==> config.mk <==
export PLATFORM = sky130hd
export DESIGN_NAME = crc16_frame_receiver_top_flat
export DESIGN_NICKNAME = d
export VERILOG_FILES = /design/src/rtl/core/frf_pkg.sv /design/src/rtl/core/frf_req_if.sv /design/src/rtl/core/frf_rsp_if.sv /design/src/rtl/core/frf_csr_if.sv /design/src/rtl/core/frf_crc.sv /design/src/rtl/core/frf_parser.sv /design/src/rtl/core/frf_rsp_buf.sv /design/src/rtl/core/crc16_frame_receiver_top.sv /design/src/flat_wrapper.sv
export SDC_FILE = /design/constraint.sdc
export NUM_CORES = 1
export LEC_CHECK = 0
export ABC_AREA = 1
export BUFFER_PORTS_ARGS = -buffer_cell sky130_fd_sc_hd__buf_2
export CORE_MARGIN = 2
export CORE_UTILIZATION = 60
export DETAILED_ROUTE_END_ITERATION = 7
export GPL_TIMING_DRIVEN = 0
export PLACE_DENSITY = 0.82
export REMOVE_ABC_BUFFERS = 1
export SKIP_CTS_REPAIR_TIMING = 1
export SYNTH_ARGS = -nofsm -noshare
export SYNTH_HDL_FRONTEND = slang
export SYNTH_SLANG_ARGS = --single-unit
export TNS_END_PERCENT = 5
==> constraint.sdc <==
create_clock -name clock -period 10.35 [get_ports clock]
set_input_delay 1.5525 -clock clock [delete_from_list [all_inputs] [get_ports clock]]
set_output_delay 1.5525 -clock clock [all_outputs]
set_load 0.05 [all_outputs]
==> src/rtl/core/frf_pkg.sv <==
package frf_pkg;

   // CRC-16, reflected polynomial, all-ones seed
   localparam logic [15:0] CRC_POLY = 16'hA001;
   localparam logic [15:0] CRC_INIT = 16'hFFFF;

   // Register reset values: one preheader byte, '['
   localparam logic [63:0] PATTERN_RESET = 64'h0000_0000_0000_005B;
   localparam logic [3:0]  PRELEN_RESET  = 4'd1;
   localparam logic [3:0]  PRELEN_MAX    = 4'd8;

   // Configuration register indexes
   localparam int unsigned CSR_IDX_W = 1;
   localparam logic [CSR_IDX_W-1:0] CSR_PATTERN = 1'd0;
   localparam logic [CSR_IDX_W-1:0] CSR_PRELEN  = 1'd1;

   // Result word kinds
   typedef enum logic [2:0] {
      KIND_KEY  = 3'd0,
      KIND_DATA = 3'd1,
      KIND_GOOD = 3'd2,
      KIND_BAD  = 3'd3,
      KIND_DROP = 3'd4
   } kind_type;

   typedef struct packed {
      kind_type   out_kind;
      logic [7:0] out_byte;
      logic [7:0] out_index;
      logic [5:0] key_length;
      logic [8:0] data_length;
   } rsp_item_type;

   // Parser to output buffer
   typedef struct packed {
      logic         valid;
      rsp_item_type item;
   } push_type;

endpackage

==> src/rtl/core/frf_req_if.sv <==
interface frf_req_if;
   logic       valid;
   logic       ready;
   logic [7:0] rx_byte;

   modport source (output valid, output rx_byte, input ready);
   modport sink (input valid, input rx_byte, output ready);
endinterface

==> src/rtl/core/frf_rsp_if.sv <==
interface frf_rsp_if;
   logic       valid;
   logic       ready;
   logic [2:0] out_kind;
   logic [7:0] out_byte;
   logic [7:0] out_index;
   logic [5:0] key_length;
   logic [8:0] data_length;

   modport source (output valid, output out_kind, output out_byte, output out_index,
                   output key_length, output data_length, input ready);
   modport sink (input valid, input out_kind, input out_byte, input out_index,
                 input key_length, input data_length, output ready);
endinterface

==> src/rtl/core/frf_csr_if.sv <==
interface frf_csr_if;
   import frf_pkg::*;
   logic                 valid;
   logic                 ready;
   logic [CSR_IDX_W-1:0] index;
   logic [63:0]          wdata;

   modport source (output valid, output index, output wdata, input ready);
   modport sink (input valid, input index, input wdata, output ready);
endinterface

==> src/rtl/core/frf_crc.sv <==
module frf_crc (
   input  logic [15:0] seed,
   input  logic [7:0]  data,
   output logic [15:0] crc
);
   import frf_pkg::*;

   // Fold one byte in, eight shift steps, LSB first
   always_comb begin
      logic [15:0] acc;
      acc = seed ^ {8'd0, data};
      for (int i = 0; i < 8; i++) begin
         if (acc[0]) begin
            acc = (acc >> 1) ^ CRC_POLY;
         end else begin
            acc = acc >> 1;
         end
      end
      crc = acc;
   end

endmodule

==> src/rtl/core/frf_parser.sv <==
module frf_parser #(
   parameter int MAX_KEY  = 32,
   parameter int MAX_DATA = 256
) (
   input  logic               clock,
   input  logic               reset,
   frf_req_if.sink            req,
   frf_csr_if.sink            csr,
   input  logic               push_ready,
   output frf_pkg::push_type  push
);
   import frf_pkg::*;

   localparam int KLEN_W   = $clog2(MAX_KEY + 1);
   localparam int DLEN_RAW = $clog2(MAX_DATA + 1);
   localparam int DLEN_W   = (DLEN_RAW > 8) ? DLEN_RAW : 8;
   localparam int CNT_W    = DLEN_W;
   localparam int CNT1_W   = CNT_W + 1;

   typedef enum logic [2:0] {
      PH_HUNT,
      PH_PRECHK,
      PH_KEYLEN,
      PH_DATALEN,
      PH_KEY,
      PH_DATA,
      PH_CHECKSUM
   } phase_type;

   phase_type         phase_ff, phase_in;
   logic [CNT_W-1:0]  cnt_ff, cnt_in;
   logic [15:0]       crc_ff, crc_in;
   logic [7:0]        crc_low_ff, crc_low_in;
   logic [KLEN_W-1:0] klen_ff, klen_in;
   logic [DLEN_W-1:0] dlen_ff, dlen_in;
   logic              mism_ff, mism_in;
   logic [63:0]       pattern_ff;
   logic [3:0]        prelen_ff;

   logic              accept;
   logic [7:0]        rx;
   logic [3:0]        eff_prelen;
   logic [7:0]        pat_byte;
   logic [15:0]       crc_seed;
   logic [15:0]       crc_out;
   logic [CNT1_W-1:0] cnt_inc;
   logic [15:0]       dlen_full;
   logic [KLEN_W+5:0] klen_ext;
   logic [DLEN_W+8:0] dlen_ext;
   logic [CNT_W+7:0]  cnt_ext;
   push_type          push_in;

   function automatic logic [15:0] reseed(input logic [15:0] value);
      return (value == 16'd0) ? CRC_INIT : value;
   endfunction

   assign accept    = req.valid && req.ready;
   assign rx        = req.rx_byte;
   assign req.ready = push_ready;
   assign csr.ready = 1'b1;

   // Clamp preheader length to one..eight
   assign eff_prelen = (prelen_ff == 4'd0) ? 4'd1 :
                       (prelen_ff > PRELEN_MAX) ? PRELEN_MAX : prelen_ff;
   assign pat_byte   = pattern_ff[{cnt_ff[2:0], 3'b000} +: 8];

   // Seed: fresh for a preheader start, re-seeded at a length segment start
   always_comb begin
      if (phase_ff == PH_HUNT) begin
         crc_seed = CRC_INIT;
      end else if (phase_ff == PH_KEYLEN ||
                   (phase_ff == PH_DATALEN && cnt_ff == '0)) begin
         crc_seed = reseed(crc_ff);
      end else begin
         crc_seed = crc_ff;
      end
   end

   frf_crc u_crc (
      .seed (crc_seed),
      .data (rx),
      .crc  (crc_out)
   );

   assign cnt_inc   = CNT1_W'(cnt_ff) + CNT1_W'(1);
   assign dlen_full = {rx, dlen_ff[7:0]};
   assign klen_ext  = {6'd0, klen_ff};
   assign dlen_ext  = {9'd0, dlen_ff};
   assign cnt_ext   = {8'd0, cnt_ff};

   // Next state and result word for the accepted byte
   always_comb begin
      phase_in   = phase_ff;
      cnt_in     = cnt_ff;
      crc_in     = crc_ff;
      crc_low_in = crc_low_ff;
      klen_in    = klen_ff;
      dlen_in    = dlen_ff;
      mism_in    = mism_ff;
      push_in.valid                  = 1'b0;
      push_in.item.out_kind          = KIND_DROP;
      push_in.item.out_byte          = 8'd0;
      push_in.item.out_index         = 8'd0;
      push_in.item.key_length        = 6'd0;
      push_in.item.data_length       = 9'd0;
      if (accept) begin
         case (phase_ff)
            PH_PRECHK: begin
               mism_in = mism_ff || (rx != pat_byte);
               crc_in  = crc_out;
               cnt_in  = cnt_inc[CNT_W-1:0];
               if (cnt_inc >= CNT1_W'(eff_prelen)) begin
                  phase_in = mism_in ? PH_HUNT : PH_KEYLEN;
                  cnt_in   = '0;
               end
            end
            PH_KEYLEN: begin
               cnt_in = '0;
               if (rx > 8'(MAX_KEY)) begin
                  phase_in      = PH_HUNT;
                  push_in.valid = 1'b1;
               end else begin
                  klen_in  = KLEN_W'(rx);
                  crc_in   = crc_out;
                  phase_in = PH_DATALEN;
               end
            end
            PH_DATALEN: begin
               crc_in = crc_out;
               if (cnt_ff == '0) begin
                  dlen_in = DLEN_W'(rx);
                  cnt_in  = CNT_W'(1);
               end else if (dlen_full > 16'(MAX_DATA)) begin
                  phase_in      = PH_HUNT;
                  cnt_in        = '0;
                  push_in.valid = 1'b1;
               end else begin
                  // Start key segment, or skip it when empty
                  dlen_in = DLEN_W'(dlen_full);
                  crc_in  = reseed(crc_out);
                  cnt_in  = '0;
                  if (klen_ff != '0) begin
                     phase_in = PH_KEY;
                  end else begin
                     phase_in = (dlen_full != 16'd0) ? PH_DATA : PH_CHECKSUM;
                  end
               end
            end
            PH_KEY: begin
               push_in.valid            = 1'b1;
               push_in.item.out_kind    = KIND_KEY;
               push_in.item.out_byte    = rx;
               push_in.item.out_index   = cnt_ext[7:0];
               push_in.item.key_length  = klen_ext[5:0];
               push_in.item.data_length = dlen_ext[8:0];
               crc_in = crc_out;
               cnt_in = cnt_inc[CNT_W-1:0];
               if (cnt_inc >= CNT1_W'(klen_ff)) begin
                  crc_in   = reseed(crc_out);
                  cnt_in   = '0;
                  phase_in = (dlen_ff != '0) ? PH_DATA : PH_CHECKSUM;
               end
            end
            PH_DATA: begin
               push_in.valid            = 1'b1;
               push_in.item.out_kind    = KIND_DATA;
               push_in.item.out_byte    = rx;
               push_in.item.out_index   = cnt_ext[7:0];
               push_in.item.key_length  = klen_ext[5:0];
               push_in.item.data_length = dlen_ext[8:0];
               crc_in = crc_out;
               cnt_in = cnt_inc[CNT_W-1:0];
               if (cnt_inc >= CNT1_W'(dlen_ff)) begin
                  cnt_in   = '0;
                  phase_in = PH_CHECKSUM;
               end
            end
            PH_CHECKSUM: begin
               if (cnt_ff == '0) begin
                  crc_low_in = rx;
                  cnt_in     = CNT_W'(1);
               end else begin
                  cnt_in   = '0;
                  phase_in = PH_HUNT;
                  push_in.valid            = 1'b1;
                  push_in.item.out_kind    = ({rx, crc_low_ff} == crc_ff) ? KIND_GOOD : KIND_BAD;
                  push_in.item.key_length  = klen_ext[5:0];
                  push_in.item.data_length = dlen_ext[8:0];
               end
            end
            default: begin
               // Hunt for the first preheader byte
               cnt_in = '0;
               if (rx == pattern_ff[7:0]) begin
                  crc_in  = crc_out;
                  mism_in = 1'b0;
                  if (eff_prelen == 4'd1) begin
                     phase_in = PH_KEYLEN;
                  end else begin
                     cnt_in   = CNT_W'(1);
                     phase_in = PH_PRECHK;
                  end
               end else begin
                  phase_in = PH_HUNT;
               end
            end
         endcase
      end
   end

   assign push = push_in;

   // Hold parse state and registers
   always_ff @(posedge clock) begin
      if (reset) begin
         phase_ff   <= PH_HUNT;
         cnt_ff     <= '0;
         crc_ff     <= CRC_INIT;
         crc_low_ff <= 8'd0;
         klen_ff    <= '0;
         dlen_ff    <= '0;
         mism_ff    <= 1'b0;
         pattern_ff <= PATTERN_RESET;
         prelen_ff  <= PRELEN_RESET;
      end else begin
         phase_ff   <= phase_in;
         cnt_ff     <= cnt_in;
         crc_ff     <= crc_in;
         crc_low_ff <= crc_low_in;
         klen_ff    <= klen_in;
         dlen_ff    <= dlen_in;
         mism_ff    <= mism_in;
         if (csr.valid && csr.ready) begin
            case (csr.index)
               CSR_PATTERN: pattern_ff <= csr.wdata;
               CSR_PRELEN:  prelen_ff  <= csr.wdata[3:0];
               default: ;
            endcase
         end
      end
   end

endmodule

==> src/rtl/core/frf_rsp_buf.sv <==
module frf_rsp_buf (
   input  logic              clock,
   input  logic              reset,
   input  frf_pkg::push_type push,
   output logic              push_ready,
   frf_rsp_if.source         rsp
);
   import frf_pkg::*;

   rsp_item_type mem_ff [2];
   logic         wr_ptr_ff, wr_ptr_in;
   logic         rd_ptr_ff, rd_ptr_in;
   logic [1:0]   count_ff, count_in;
   logic         pop;

   assign pop        = rsp.valid && rsp.ready;
   assign push_ready = (count_ff != 2'd2);

   // Present the oldest word
   assign rsp.valid       = (count_ff != 2'd0);
   assign rsp.out_kind    = mem_ff[rd_ptr_ff].out_kind;
   assign rsp.out_byte    = mem_ff[rd_ptr_ff].out_byte;
   assign rsp.out_index   = mem_ff[rd_ptr_ff].out_index;
   assign rsp.key_length  = mem_ff[rd_ptr_ff].key_length;
   assign rsp.data_length = mem_ff[rd_ptr_ff].data_length;

   // Advance pointers and fill count
   always_comb begin
      wr_ptr_in = wr_ptr_ff ^ push.valid;
      rd_ptr_in = rd_ptr_ff ^ pop;
      count_in  = count_ff + {1'b0, push.valid} - {1'b0, pop};
   end

   always_ff @(posedge clock) begin
      if (reset) begin
         wr_ptr_ff <= 1'b0;
         rd_ptr_ff <= 1'b0;
         count_ff  <= 2'd0;
      end else begin
         wr_ptr_ff <= wr_ptr_in;
         rd_ptr_ff <= rd_ptr_in;
         count_ff  <= count_in;
      end
   end

   // Store the pushed word
   always_ff @(posedge clock) begin
      if (push.valid) begin
         mem_ff[wr_ptr_ff] <= push.item;
      end
   end

`ifndef SYNTHESIS
   a_no_push_when_full: assert property (@(posedge clock) disable iff (reset)
      push.valid |-> count_ff != 2'd2)
      else $error("word pushed into full response buffer");

   a_count_bound: assert property (@(posedge clock) disable iff (reset)
      count_ff != 2'd3)
      else $error("response buffer count out of range");

   a_count_tracks: assert property (@(posedge clock) disable iff (reset)
      (push.valid && !pop) |=> count_ff == $past(count_ff) + 2'd1)
      else $error("response buffer count lost a push");

   a_ptr_gap: assert property (@(posedge clock) disable iff (reset)
      (count_ff == 2'd0 || count_ff == 2'd2) |-> wr_ptr_ff == rd_ptr_ff)
      else $error("response buffer pointers disagree with count");
`endif

endmodule

==> src/rtl/core/crc16_frame_receiver_top.sv <==
// Byte-serial receiver for preheader-framed packets checked by a CRC-16
// (reflected polynomial 0xA001, seed 0xFFFF). One received byte is taken per
// clock cycle while the output buffer has room: each byte is parsed and folded into
// the running CRC by a single byte-wide XOR network in the cycle it is
// accepted, and any key byte, data byte or end-of-frame status word lands in a
// two-word output buffer that the response side drains. Input stalls only when
// that buffer holds two words. Zero key or data lengths skip their segment;
// key lengths above MAX_KEY or data lengths above MAX_DATA drop the frame with
// a status word. Registers (preheader pattern, preheader length) take effect
// at once and should be written while the receiver is idle.
module crc16_frame_receiver_top #(
   parameter int MAX_KEY  = 32,
   parameter int MAX_DATA = 256
) (
   input  logic      clock,
   input  logic      reset,
   frf_req_if.sink   req_bus,
   frf_rsp_if.source rsp_bus,
   frf_csr_if.sink   csr_bus
);
   import frf_pkg::*;

   push_type push;
   logic     push_ready;

   frf_parser #(
      .MAX_KEY  (MAX_KEY),
      .MAX_DATA (MAX_DATA)
   ) u_parser (
      .clock      (clock),
      .reset      (reset),
      .req        (req_bus),
      .csr        (csr_bus),
      .push_ready (push_ready),
      .push       (push)
   );

   frf_rsp_buf u_rsp_buf (
      .clock      (clock),
      .reset      (reset),
      .push       (push),
      .push_ready (push_ready),
      .rsp        (rsp_bus)
   );

endmodule
==> src/flat_wrapper.sv <==
// flat-port wrapper written by rule: the top's interface ports become plain ports
module crc16_frame_receiver_top_flat import frf_pkg::*;
#(
   parameter int MAX_KEY  = 32,
   parameter int MAX_DATA = 256
)
  (clock, reset, req_bus_valid, req_bus_rx_byte, req_bus_ready, rsp_bus_valid, rsp_bus_out_kind, rsp_bus_out_byte, rsp_bus_out_index, rsp_bus_key_length, rsp_bus_data_length, rsp_bus_ready, csr_bus_valid, csr_bus_index, csr_bus_wdata, csr_bus_ready);
  frf_req_if req_bus_i ();
  frf_rsp_if rsp_bus_i ();
  frf_csr_if csr_bus_i ();
  input  logic clock;
  input  logic reset;
  input wire logic [$bits(req_bus_i.valid)-1:0] req_bus_valid;
  input wire logic [$bits(req_bus_i.rx_byte)-1:0] req_bus_rx_byte;
  output wire logic [$bits(req_bus_i.ready)-1:0] req_bus_ready;
  output wire logic [$bits(rsp_bus_i.valid)-1:0] rsp_bus_valid;
  output wire logic [$bits(rsp_bus_i.out_kind)-1:0] rsp_bus_out_kind;
  output wire logic [$bits(rsp_bus_i.out_byte)-1:0] rsp_bus_out_byte;
  output wire logic [$bits(rsp_bus_i.out_index)-1:0] rsp_bus_out_index;
  output wire logic [$bits(rsp_bus_i.key_length)-1:0] rsp_bus_key_length;
  output wire logic [$bits(rsp_bus_i.data_length)-1:0] rsp_bus_data_length;
  input wire logic [$bits(rsp_bus_i.ready)-1:0] rsp_bus_ready;
  input wire logic [$bits(csr_bus_i.valid)-1:0] csr_bus_valid;
  input wire logic [$bits(csr_bus_i.index)-1:0] csr_bus_index;
  input wire logic [$bits(csr_bus_i.wdata)-1:0] csr_bus_wdata;
  output wire logic [$bits(csr_bus_i.ready)-1:0] csr_bus_ready;
  assign req_bus_i.valid = req_bus_valid;
  assign req_bus_i.rx_byte = req_bus_rx_byte;
  assign req_bus_ready = req_bus_i.ready;
  assign rsp_bus_valid = rsp_bus_i.valid;
  assign rsp_bus_out_kind = rsp_bus_i.out_kind;
  assign rsp_bus_out_byte = rsp_bus_i.out_byte;
  assign rsp_bus_out_index = rsp_bus_i.out_index;
  assign rsp_bus_key_length = rsp_bus_i.key_length;
  assign rsp_bus_data_length = rsp_bus_i.data_length;
  assign rsp_bus_i.ready = rsp_bus_ready;
  assign csr_bus_i.valid = csr_bus_valid;
  assign csr_bus_i.index = csr_bus_index;
  assign csr_bus_i.wdata = csr_bus_wdata;
  assign csr_bus_ready = csr_bus_i.ready;
  crc16_frame_receiver_top #(.MAX_KEY(MAX_KEY), .MAX_DATA(MAX_DATA)) u_core (.clock(clock), .reset(reset), .req_bus(req_bus_i), .rsp_bus(rsp_bus_i), .csr_bus(csr_bus_i));
endmodule
==> key figures, run 1 <==
Synthesis
  – Top cells by count, synth: nand2_1 (317), nor2_1 (212), o21ai_0 (131), dfxtp_1 (124), inv_1 (92)
  – Cells after synthesis: around 1300
  – Yosys top cell by area: dfxtp_1
  – Most common flop cell mapped by yosys: dfxtp_1
  – Synth warn: 0
  – Number of synthesized flops with an enable pin: 68
  – Synth Register Bits: roughly 190
  – Yosys cell types: 44
  – Async SR Flop Fraction: 0
  – Post-synth top area share: 0.251
  – Top post-synthesis cells by area: dfxtp_1 (25%), edfxtp_1 (21%), nand2_1 (12%)
  – Most common cell in the netlist: nand2_1
  – Post-Syn Area per Cell: roughly 7.4 µm²
  – Synthesized cell area: 9880 µm²
  – Sequential-to-total area share from yosys stat: 0.458

Global routing
  – Initial antenna violation count: 1
  – Global Route Usage Sum: 0.282
  – Global route total overflow: 0
  – First-pass GRT wire length: just over 40000 µm
  – Vias in the first global route: around 8400
  – Pin count of the biggest net entering global routing: between 60 and 70

Power and ir drop
  – Static Leak: just under 5 nW
  – VDD IR max: roughly 0.13 mV
  – Clock power share: 0.288
  – Seq pwr share: 0.416
  – Logic pwr share: 0.296
  – Internal power: about 1.4 mW
  – Total Power: 2.22 mW
  – Power per cell area: 201 nW/µm²
  – Switching power: approximately 0.83 mW
  – Sw Ratio: 0.375

Detailed routing
  – Avg Vias per Cell: ~5.6
  – Remaining DRCs: 0
  – Wire per inst: 15.0 µm
  – Routed WL: between 20000 and 25000 µm
  – DRT iter0 DRCs: just under 1000
  – Antenna-violating nets left: 0
  – DR pass1 iterations: 6
  – Vias: just over 9000

Floorplan
  – CORE AREA: between 15000 and 20000 µm²
  – FP Rows: 46
  – Initial Util: 0.618
  – Die Width: around 130 µm
  – Io pins: between 100 and 150
  – Die Area: 17500 µm²
  – Die Ht: 132 µm

Timing
  – Endpoints failing setup: 0
  – Slew Limit Fails: 0
  – RSZ-0062 raised after global routing: no
  – Final setup TNS: 0 ns
  – Setup Skew: about 0.011 ns
  – Fmax: 192 MHz
  – Tightest Pin Transition: between 1 and 1.5 ns
  – Relative slew slack: 0.160
  – Crit path time final: about 5.2 ns
  – Final hold vios: 0
  – Period utilization: 0.504

Critical path
  – Crit path capture type: flop
  – Critical path arrival: 5.59 ns
  – CP most frequent cell: nand2_1
  – Path depth of the worst reg2reg path: 30
  – Launching point of the worst reg2reg path: u_core.u_parser.cnt_ff[0]
  – Critical path startpoint: u_core.u_parser.cnt_ff[0]
  – Critical-path top delay cell: dfxtp_2
  – Critical-path maximum fanout: 39
  – CP Class: flop to flop
  – CP startpoint kind: flop
  – Worst Path Required: around 11 ns
  – Crit path largest cell delay: between 0.8 and 0.9 ns

Placed design
  – Hpwl dp: 16000 µm
  – Placer congestion estimate: between 0.9 and 1
  – IO Port Bufs: 113

Layout
  – Proportion of layout cells with a drive suffix above 1: 0.132
  – Fin nets: 1496
  – # diodes: 0
  – P&R area growth vs syn: 11.7%

Clocking
  – Clk_lat worst skew: ~0.44 ns
  – Reg clk slew, reported paths: approximately 0.070 ns
  – CTS tree: done
  – H-tree levels: 4
  – Clock Path Buffers: 2
  – CTS Root Cell: clkbuf_16
  – # clock sinks: about 190
  – Total CTS buffers: 17

Hold path
  – Class of the worst hold path: flop to flop
  – Worst hold path stage count: 2
  – Hold Startpoint: u_core.u_parser.crc_low_ff[4]

Run status
  – Status: completed

Flow run
  – Maxcap violations: 0
## layer usage
layer  global-route usage  wire length (µm)
met5                    0                13
met1                0.364             10000
met4                0.118               759
met3               0.0523              1790
met2                0.468             11700
## worst max-delay path, delay by kind of cell (launching register included)
family                     cells  cell delay [ns]
buffers and inverters          3             0.91
and+or+nand+nor               25             2.54
adders and majority gates      2             0.84
DFF                            1             0.87
## power groups by stage
stage / Clock, mW / Combinational (mW) / Sequential [mW]
final: 0.641 / 0.658 / 0.924
after global routing: 0.676 / 0.727 / 0.933
after CTS: 0.645 / 0.655 / 0.922
after detailed placement: 0 / 0.650 / 0.938
after global placement: 0 / 0.635 / 0.937
after floorplan: 0 / 0.493 / 0.918
## registers in the layout, summed over array words and instances, names as in the netlist
signal                      cells
u_core.u_rsp_buf.mem_ff        68
u_core.u_parser.pattern_ff     64
u_core.u_parser.crc_ff         16
u_core.u_parser.cnt_ff          9
u_core.u_parser.dlen_ff         9
u_core.u_parser.crc_low_ff      8
u_core.u_parser.klen_ff         6
u_core.u_parser.prelen_ff       4
u_core.u_parser.phase_ff        3
u_core.u_rsp_buf.count_ff       2
u_core.u_parser.mism_ff         1
u_core.u_rsp_buf.rd_ptr_ff      1
u_core.u_rsp_buf.wr_ptr_ff      1
## path summary, 6_finish.rpt
| path | slack (ns) | to |
|---|---|---|
| worst max register to register | 5.14 | u_core.u_parser.crc_ff[0] |
| worst min register to register | 0.46 | u_core.u_parser.crc_low_ff[4] |
| worst min-delay path | 0.46 | u_core.u_parser.crc_low_ff[4] |
| worst max-delay path | 5.14 | u_core.u_parser.crc_ff[0] |
## logic make-up after synthesis
logic type	synth area share
DFF	0.458
and+or+nand+nor	0.281
other	0.000379
AOI/OAI and AO/OA	0.129
adders and majority gates	0.0329
buffers and inverters	0.0726
xor gates and xnor gates	0.0257
## layout by cell type (no fill, tap or decap), types with 4 or more instances in the layout
cell / instances
a21oi_1: 65
buf_2: 113
clkbuf_16: 17
clkinv_1: 4
dfxtp_1: 123
edfxtp_1: 68
ha_1: 24
inv_1: 91
inv_2: 12
nand2_1: 316
nand2_2: 9
nand3_1: 49
nand3_2: 4
nand4_1: 18
nor2_1: 211
nor2_2: 4
nor3_1: 38
nor4_1: 7
o211ai_1: 12
o21a_1: 4
o21ai_0: 131
o21ai_1: 4
o22ai_1: 7
xor2_1: 29
## through the flow
| step | std cells | hold WS, ns | util | instance area (µm²) | worst slack, ns |
|---|---|---|---|---|---|
| after floorplan | 1258 | 0.435 | - | 9570 | 5.80 |
| after global routing | 1621 | 0.494 | 0.690 | 11000 | 4.66 |
| final | 1621 | 0.457 | 0.690 | 11000 | 5.14 |
| after CTS | 1621 | 0.462 | 0.690 | 11000 | 4.55 |
| after global placement | 1587 | 0.447 | 0.650 | 10400 | 4.07 |
| after detailed placement | 1589 | 0.452 | 0.654 | 10500 | 4.59 |
## area by class of cell
class / count / area (µm²)
well taps: 216 / 270
clock inverters: 13 / 139
fillers: 1328 / 4960
multi-input cells: 959 / 4660
inverters: 107 / 407
repair buffers: 115 / 606
clock buffers: 19 / 433
flip-flops and latches: 192 / 4530
Power figures use the tool's default switching activity.
==> inputs of run 2 (changes only) <==
--- a/config.mk
+++ b/config.mk
@@ -8,10 +8,10 @@
 export ABC_AREA = 1
 export BUFFER_PORTS_ARGS = -buffer_cell sky130_fd_sc_hd__buf_2
 export CORE_MARGIN = 2
-export CORE_UTILIZATION = 60
+export CORE_UTILIZATION = 59
 export DETAILED_ROUTE_END_ITERATION = 7
 export GPL_TIMING_DRIVEN = 0
-export PLACE_DENSITY = 0.82
+export PLACE_DENSITY = 0.81
 export REMOVE_ABC_BUFFERS = 1
 export SKIP_CTS_REPAIR_TIMING = 1
 export SYNTH_ARGS = -nofsm -noshare
==> constraint.sdc (replaced) <==
create_clock -name clock -period 4.9 [get_ports clock]
set_input_delay 0.735 -clock clock [delete_from_list [all_inputs] [get_ports clock]]
set_output_delay 0.735 -clock clock [all_outputs]
set_load 0.05 [all_outputs]
==> run 2 against run 1 <==
  * Wire length up 1.5%
  * Cell count up 0.43%
  * Clock skew down 0.0039 ns
  * Combinational power up 110%
  * Flip-flop and latch count unchanged
  * Via count down 1.3%
  * Clock-buffer cell count down 2
  * Design area up 0.77%
  * First-iteration DRC count down 34%
  * Register-to-register slack worse by 4.6 ns
  * Largest cell class unchanged
  * Utilization down 1.4 points
  * Die area up 1.6%
  * Critical path type unchanged
==> key figures, run 2 (synthesized netlist as in run 1, its figures left out) <==
Layout
  – Number of flip-flops in the largest register: 68 (unchanged)
  – # diodes: 0 (unchanged)
  – Fin nets: 1499 (was 1496)
  – Regs by FF count: u_core.u_rsp_buf.mem_ff: 68 flops, u_core.u_parser.pattern_ff: 64 flops, u_core.u_parser.crc_ff: 16 flops (unchanged)
  – P&R area growth vs syn: 12.5% (was 11.7%)
  – Most frequent cells in the layout: nand2_1 (316), nor2_1 (211), o21ai_0 (131), dfxtp_1 (122), buf_2 (113) (was nand2_1 (316), nor2_1 (211), o21ai_0 (131), dfxtp_1 (123), buf_2 (113))
  – Filler instances: 1390 (was 1328)
  – Proportion of layout cells with a drive suffix above 1: 0.137 (was 0.132)
  – Commonest non-fill, non-tap cell in the layout: nand2_1 (unchanged)
  – Final Cell Area: 11100 µm² (was 11000 µm²)
  – Non-filler cells, final: 1628 (was 1621)
  – Largest register by flop count: u_core.u_rsp_buf.mem_ff (unchanged)

Critical path
  – Critical-path maximum fanout: 31 (was 39)
  – Critical-path top delay cell: dfxtp_2 (unchanged)
  – Worst Path Required: 5.28 ns (was 10.73 ns)
  – Critical path arrival: 4.72 ns (was 5.59 ns)
  – CP startpoint kind: flop (unchanged)
  – Crit path largest cell delay: 0.71 ns (was 0.87 ns)
  – CP most frequent cell: nand2_1 (unchanged)
  – CP Class: flop to flop (unchanged)
  – Path depth of the worst reg2reg path: 30 (unchanged)
  – Crit path capture type: flop (unchanged)

Detailed routing
  – Vias: 9004 (was 9125)
  – DR pass1 iterations: 5 (was 6)
  – Remaining DRCs: 0 (unchanged)
  – Routed WL: 24600 µm (was 24300 µm)
  – Wire per inst: 15.1 µm (was 15.0 µm)
  – DRT iter0 DRCs: 651 (was 979)
  – Antenna-violating nets left: 0 (unchanged)
  – Avg Vias per Cell: 5.53 (was 5.63)

Power and ir drop
  – Total Power: 4.82 mW (was 2.22 mW)
  – Static Leak: 4.93 nW (was 4.89 nW)
  – Power per cell area: 433 nW/µm² (was 201 nW/µm²)
  – VDD IR max: 0.290 mV (was 0.131 mV)

Floorplan
  – Die Ht: 133 µm (was 132 µm)
  – CORE AREA: 16500 µm² (was 16000 µm²)
  – Initial Util: 0.600 (was 0.618)
  – Die Width: 133 µm (was 132 µm)
  – FP Rows: 47 (was 46)
  – Die Area: 17800 µm² (was 17500 µm²)
  – Io pins: 115 (unchanged)

Timing
  – Period utilization: 0.884 (was 0.504)
  – Setup Skew: 0.00672 ns (was 0.0106 ns)
  – Slew Limit Fails: 0 (unchanged)
  – Tightest Pin Transition: 1.32 ns (was 1.26 ns)
  – Final setup TNS: 0 ns (unchanged)
  – PnR worst setup slack: 0.567 ns (was 5.14 ns)
  – Relative slew slack: 0.121 (was 0.160)
  – RSZ-0062 raised after global routing: no (unchanged)
  – Final hold vios: 0 (unchanged)
  – Crit path time final: 4.33 ns (was 5.21 ns)
  – Endpoints failing setup: 0 (unchanged)
  – Fmax: 231 MHz (was 192 MHz)

Clocking
  – CTS tree: done (unchanged)
  – H-tree levels: 4 (unchanged)
  – CTS Root Cell: clkbuf_16 (unchanged)
  – # clock sinks: 192 (unchanged)
  – Reg clk slew, reported paths: 0.07 ns (about the same)
  – Clk_lat worst skew: 0.44 ns (about the same)
  – Total CTS buffers: 17 (unchanged)
  – Clock Path Buffers: 2 (unchanged)

Hold path
  – Class of the worst hold path: flop to flop (unchanged)
  – Worst hold path stage count: 2 (unchanged)

Flow run
  – Maxcap violations: 0 (unchanged)

Placed design
  – Post-Place Setup Slack: -0.792 ns (was 4.59 ns)
  – Placed inst area: 10500 µm² (about the same)
  – Hpwl dp: 16200 µm (was 16000 µm)
  – IO Port Bufs: 113 (unchanged)
  – Placed instance count: 1593 (was 1589)
  – Placer congestion estimate: 0.941 (was 0.938)

Global routing
  – First-pass GRT wire length: 39800 µm (was 40200 µm)
  – Global route total overflow: 0 (unchanged)
  – Global Route Usage Sum: 0.279 (was 0.282)
  – Vias in the first global route: 8370 (was 8358)
  – Initial antenna violation count: 0 (was 1)
  – Pin count of the biggest net entering global routing: 65 (unchanged)

Run status
  – Status: completed (unchanged)
run 2: layout make-up:
type	count	area [µm²]	area share
clock buffers	17	425	0.0383
clock inverters	15	201	0.0181
inverters	107	410	0.0369
multi-input cells	959	4660	0.419
flip-flops and latches	192	4530	0.407
well taps	220	275	0.0248
repair buffers	116	613	0.0551
repair inverters	2	10.0	0.000900
run 2: layer usage:
layer	GRT usage	vias up	wire length [µm]
met5	0	-	0
met4	0.110	0	635
met3	0.0628	61	1860
met2	0.472	344	11900
met1	0.348	4108	10300
li1	-	4491	-
run 2: path summary, 6_finish.rpt:
kind	endpoint	from	slack [ns]
worst min-delay path	u_core.u_parser.crc_low_ff[2]	u_core.u_parser.crc_low_ff[2]	0.46
worst max register to register	u_core.u_parser.crc_ff[1]	u_core.u_parser.cnt_ff[1]	0.57
worst max-delay path	u_core.u_parser.crc_ff[1]	u_core.u_parser.cnt_ff[1]	0.57
worst min register to register	u_core.u_parser.crc_low_ff[2]	u_core.u_parser.crc_low_ff[2]	0.46
run 2: power breakdown:
part / internal, mW / switching [mW]
clock: 0.821 / 0.651
sequential: 1.81 / 0.142
combinational: 0.374 / 1.02
total: 3.01 / 1.81
run 2: critical path, delay by kind of cell, from the launching register on:
family                   cells  cell delay, ns
buffers and inverters        3            0.47
flip-flops                   1            0.71
adder cells (fa/ha/maj)      2            0.63
AND/OR/NAND/NOR             25            2.46
run 2: per-stage QoR:
step | util | hold WS [ns]
6_report | 0.675 | 0.462
5_1_grt | 0.675 | 0.479
4_1_cts | 0.674 | 0.464
3_5_place_dp | 0.636 | 0.454
3_3_place_gp | 0.632 | 0.448
2_1_floorplan | - | 0.435
